==> config.mk <==
export PLATFORM = sky130hd
export DESIGN_NAME = pvp_div_pipe
export DESIGN_NICKNAME = d
export VERILOG_FILES = /design/src/hdl/pvp_div_pipe.sv
export SDC_FILE = /design/constraint.sdc
export NUM_CORES = 2
export LEC_CHECK = 0
export BUFFER_PORTS_ARGS = -buffer_cell sky130_fd_sc_hd__buf_2
export CAP_MARGIN = 20
export CORE_ASPECT_RATIO = 0.5
export CORE_MARGIN = 1
export CORE_UTILIZATION = 45
export DETAILED_ROUTE_END_ITERATION = 7
export PLACE_DENSITY = 0.67
export SLEW_MARGIN = 40
export SYNTH_ARGS = -nofsm -noshare
export SYNTH_HDL_FRONTEND = slang
export SYNTH_SLANG_ARGS = --single-unit
==> constraint.sdc <==
create_clock -name clk -period 15.3 [get_ports clk]
set_clock_uncertainty 0.05 [all_clocks]
set_input_delay 1.53 -clock clk [delete_from_list [all_inputs] [get_ports clk]]
set_output_delay 1.53 -clock clk [all_outputs]
set_load 0.02 [all_outputs]
==> src/hdl/pvp_div_pipe.sv <==
// Pipelined restoring divider: a fixed number of quotient bits per register stage.
// Depends on pvp_pkg only through the parameters handed down from the top level.
module pvp_div_pipe #(
  parameter int DW  = 32,
  parameter int QW  = 32,
  parameter int SPS = 2,
  parameter int SW  = 32
) (
  input  logic          clk,
  input  logic          rst_n,
  input  logic          adv,
  input  logic          in_valid,
  input  logic [DW-1:0] in_rem,
  input  logic [DW-1:0] in_den,
  input  logic [QW-1:0] in_low,
  input  logic [SW-1:0] in_side,
  output logic          out_valid,
  output logic [QW-1:0] out_quo,
  output logic [SW-1:0] out_side
);

  localparam int NST = QW / SPS;

  logic [DW-1:0] rem_r  [NST];
  logic [DW-1:0] den_r  [NST];
  logic [QW-1:0] low_r  [NST];
  logic [QW-1:0] quo_r  [NST];
  logic [SW-1:0] side_r [NST];
  logic [NST-1:0] vld_r;

  for (genvar st = 0; st < NST; st++) begin : g_stage
    logic [DW-1:0] src_rem;
    logic [DW-1:0] src_den;
    logic [QW-1:0] src_low;
    logic [QW-1:0] src_quo;
    logic [SW-1:0] src_side;
    logic          src_vld;
    logic [DW-1:0] rem_nxt;
    logic [QW-1:0] low_nxt;
    logic [QW-1:0] quo_nxt;
    logic [DW:0]   trial;
    logic [DW:0]   diff;

    if (st == 0) begin : g_first
      assign src_rem  = in_rem;
      assign src_den  = in_den;
      assign src_low  = in_low;
      assign src_quo  = '0;
      assign src_side = in_side;
      assign src_vld  = in_valid;
    end else begin : g_next
      assign src_rem  = rem_r[st-1];
      assign src_den  = den_r[st-1];
      assign src_low  = low_r[st-1];
      assign src_quo  = quo_r[st-1];
      assign src_side = side_r[st-1];
      assign src_vld  = vld_r[st-1];
    end

    always_comb begin
      rem_nxt = src_rem;
      low_nxt = src_low;
      quo_nxt = src_quo;
      trial   = '0;
      diff    = '0;
      for (int j = 0; j < SPS; j++) begin
        trial   = {rem_nxt, low_nxt[QW-1]};
        low_nxt = {low_nxt[QW-2:0], 1'b0};
        diff    = trial - {1'b0, src_den};
        if (trial >= {1'b0, src_den}) begin
          rem_nxt = diff[DW-1:0];
          quo_nxt = {quo_nxt[QW-2:0], 1'b1};
        end else begin
          rem_nxt = trial[DW-1:0];
          quo_nxt = {quo_nxt[QW-2:0], 1'b0};
        end
      end
    end

    always_ff @(posedge clk) begin
      if (!rst_n) begin
        vld_r[st] <= 1'b0;
      end else if (adv) begin
        vld_r[st] <= src_vld;
      end
    end

    always_ff @(posedge clk) begin
      if (adv) begin
        rem_r[st]  <= rem_nxt;
        den_r[st]  <= src_den;
        low_r[st]  <= low_nxt;
        quo_r[st]  <= quo_nxt;
        side_r[st] <= src_side;
      end
    end
  end

  assign out_valid = vld_r[NST-1];
  assign out_quo   = quo_r[NST-1];
  assign out_side  = side_r[NST-1];

endmodule

### After elaboration in Yosys (flattened, before gate mapping)

Memories as Yosys holds them, arrays and structs flattened.
Index checks and enable logic that the tools add are counted.

| word-level totals | value |
|---|---|
| register bits after elaboration | 16 |
| latch bits | 0 |
| RAM bits | 2528 |
| ROM bits | 0 |
| input bits | 132 |
| output and inout port bits | 65 |
| memories kept | 5 |

| operators by class | value |
|---|---|
| add/sub/neg operators | 32 |
| $mul | 0 |
| div/mod/pow operators | 0 |
| $lt $le $gt $ge | 32 |
| eq/ne operators | 0 |
| shift operators | 0 |
| mux-type cells | 66 |
| bitwise logic cells | 0 |
| reduce and logical (&&, ||, !) cells | 0 |

Memory list:

| memory | words | bits a word | rd ports | clocked after memory_dff | wr ports | line | source |
|---|---|---|---|---|---|---|---|
| den_r | 16 | 32 | 15 | 0 | 16 | 25 | `logic [DW-1:0] den_r [NST];` |
| quo_r | 16 | 32 | 16 | 0 | 16 | 27 | `logic [QW-1:0] quo_r [NST];` |
| rem_r | 16 | 32 | 15 | 0 | 16 | 24 | `logic [DW-1:0] rem_r [NST];` |
| side_r | 16 | 32 | 16 | 0 | 16 | 28 | `logic [SW-1:0] side_r [NST];` |
| low_r | 16 | 30 | 15 | 0 | 16 | 26 | `logic [QW-1:0] low_r [NST];` |

Operator list:

| cell | number |
|---|---|
| 33-bit by 32-bit greater-or-equal comparator with 1-bit output | 32 |
| 32-bit 2-to-1 mux | 32 |
| 32-bit subtractor | 32 |
| 1-bit 2-to-1 mux | 34 |

### Longest topological paths before layout

An unclocked memory read counts as a cell.

| depth | value |
|---|---|
| depth after elaboration | 5 |
| depth in mapped cells | 28 |

### Worst setup path after synthesis

Ideal clock, no wire load.

| timing path | value |
|---|---|
| kind | input port to flip-flop |
| from | input port in_den[18] |
| to | memory rem_r[0][23], data pin |
| setup time | 0.260 ns |
| arrival time | 7.255 ns |
| slack | 7.735 ns |
| stages | 25 |
| path buffers | 3 |
| cells stage by stage | inv_1 -> ha_1 -> a21o_1 -> a21o_1 -> a221oi_1 -> nand2_1 -> a31oi_1 -> nor4_1 -> o21ai_1 -> and2_1 -> buf_2 -> inv_2 -> buf_2 -> mux2_2 -> ha_1 -> or4_1 -> o211ai_1 -> o21ai_1 -> a221o_1 -> nand3_1 -> a31oi_1 -> or4_1 -> a211oi_2 -> buf_4 -> mux2_2 |

RTL lines:

| element | line | source |
|---|---|---|
| start: declaration | 14 | `input logic [DW-1:0] in_den,` |
| end: declaration | 24 |  |

==> metrics.txt <==
Fin. Hold Viols=0; GP Congestion=0.981; Clock Path Buffers=4; unrepaired setup endpoints after global routing=no; post-synthesis sequential area ratio=48.4%; die width=743 µm; Post-synth EDFFs=1984; Period minus WS final=8.40 ns; Final ANT Viol Nets=0; YS warnings=0; vias in the first global route=83443; Post-Route WL=280000 µm; Syn Nets=12349; register bit total from synthesis=2000; Final setup violation count=0; crit share post-route=54.9%; Port Buf Inserts=196; setup TNS=0 ns; max cap viols=0; synth cell count leaders=1984 x edfxtp_1, 1024 x ha_1, 931 x a21oi_1; syn_area_per_cell=11.1 µm²; per-cell routed wire length=18.5 µm; worst rel slew slack=31.4%; CTS Buf Count=199; Chip Height=373 µm; initial DRC count=5240; Area contributors post-synth=edfxtp_1 48%, ha_1 10%, mux2_2 5.2%; via count=85181; post-CTS sizing=0; top-area cell type share of the netlist area=48.2%; CTS tree=done; Worst Tran Pin Value=1.02 ns; clock-pin slew on the worst setup and hold paths=0.06 ns; ANT cells=0; Root Buffer=clkbuf_16; status=finished clean; Core Area=0.272 mm²; Initial Util=45.5%; Required @ worst endpoint=15.84 ns; First-pass DRT Iterations=6; # DRC=0; FP Rows=135; fraction of layout cells with a size suffix above 1=10.7%; largest net degree at the start of global routing=167; I/O pins=197; mapped cell area=0.124 mm²; clk sink count=2000; area delta synth->final=9.68%; Synth Flop Type=edfxtp_1; gr usage total=19.4%; die footprint=0.277 mm²; class of the worst hold path=register to register; Crit Path Max Fanout=33; nature of the critical path endpoint=register; Syn Inst Count=11162; fin nets=12571; Setup crit start kind=input port; Worst Setup Path Type=input port to register; initial antenna violation count=3; global route total overflow=0; CTS H-Tree Depth=4; Min-Delay Path Depth=0; total setup buffers inserted after CTS=0; hold_buf cts=0; crit path DAT=8.95 ns; Yosys cell types=93; hpwl dp=214000 µm; cell taking the most area after synthesis=edfxtp_1; asr flop ratio synth=0%; drt via density=5.62; R2R cell count=24; first-pass GRT wire length=438000 µm; clock latency at the later pin of the worst-skew pair=0.90 ns; pins over their slew limit=0; top-count cell post-synth=edfxtp_1; Fmax=119 MHz
## area by class of cell
class,instances,area [µm²]
clock buffer,238,5170
clock inverter,116,1390
fill,24306,136000
inverter,829,3110
multi-input combinational,8088,59800
sequential,2000,59900
tap,3630,4540
timing repair buffer,266,1730
## layout by cell type, fill, tap and decap left out, types with 425 or more instances in the layout
cell and count:
edfxtp_1 1984, inv_1 825, a21oi_1 930, mux2_2 575, o21ai_0 684, xnor2_1 540
a21o_1 425, nor2_1 624, nand2_1 695, ha_1 1024
## metal layers
| layer | up-vias | part of all wire (%) | routed length, µm | GRT usage (%) |
|---|---|---|---|---|
| li1 | 42415 | - | - | - |
| met1 | 40366 | 42 | 119000 | 23.2 |
| met2 | 1789 | 49 | 138000 | 34.8 |
| met3 | 609 | 3.4 | 9410 | 2.35 |
| met4 | 2 | 4.8 | 13500 | 8.55 |
| met5 | - | 0.0043 | 12 | 0 |
## cells by family after synthesis
family	share of synthesized area (%)
and+or+nand+nor	9.40
buffers and inverters	3.32
adders and majority gates	10.9
DFF	48.4
xor gates and xnor gates	5.72
AOI/OAI and AO/OA	16.1
muxes	6.19
## worst paths after layout
path                                     from            end  slack [ns]
worst max-delay path                in_den[1]   rem_r[0][17]        6.90
worst min-delay path            quo_r[1][107]  quo_r[1][141]        0.33
worst max register to register   den_r[1][97]  rem_r[1][159]        7.32
worst min register to register  quo_r[1][107]  quo_r[1][141]        0.33
## registers in the layout, indices dropped and copies added, names as in the netlist
register         count
den_r              480
g_stage.src_vld     15
quo_r              272
side_r             512
out_valid            1
rem_r              480
low_r              240
## critical path: stages
cell	delay, ns
buf_2	0.11
inv_1	0.16
ha_1	0.28
nor2b_1	0.14
o31a_1	0.28
o21bai_1	0.22
nand3_1	0.26
a31oi_1	0.56
nor4_1	0.15
o21ai_1	0.16
buf_4	0.19
and2_1	0.56
inv_2	0.42
mux2_2	0.41
ha_1	0.23
or4_1	0.50
o211ai_1	0.28
o21ai_1	0.18
a221o_1	0.46
nand3_1	0.14
a31oi_1	0.11
or4_1	0.58
a211oi_4	0.22
buf_4	0.41
mux2_2	0.40
## through the flow
step	hold slack (ns)	std cells	utilization, %	worst slack, ns	cell area (µm²)
after detailed placement	0.355	14810	47.4	6.11	129000
after global placement	0.350	14807	47.4	6.18	129000
after global routing	0.332	15167	49.9	6.63	136000
after floorplan	0.350	11162	-	7.74	124000
after CTS	0.326	15164	49.8	7.02	136000
final	0.331	15167	49.9	6.90	136000
Power is left out: the tool's default activity adds up to more than one toggle a clock period on the data nets, which glitch-free logic cannot reach.
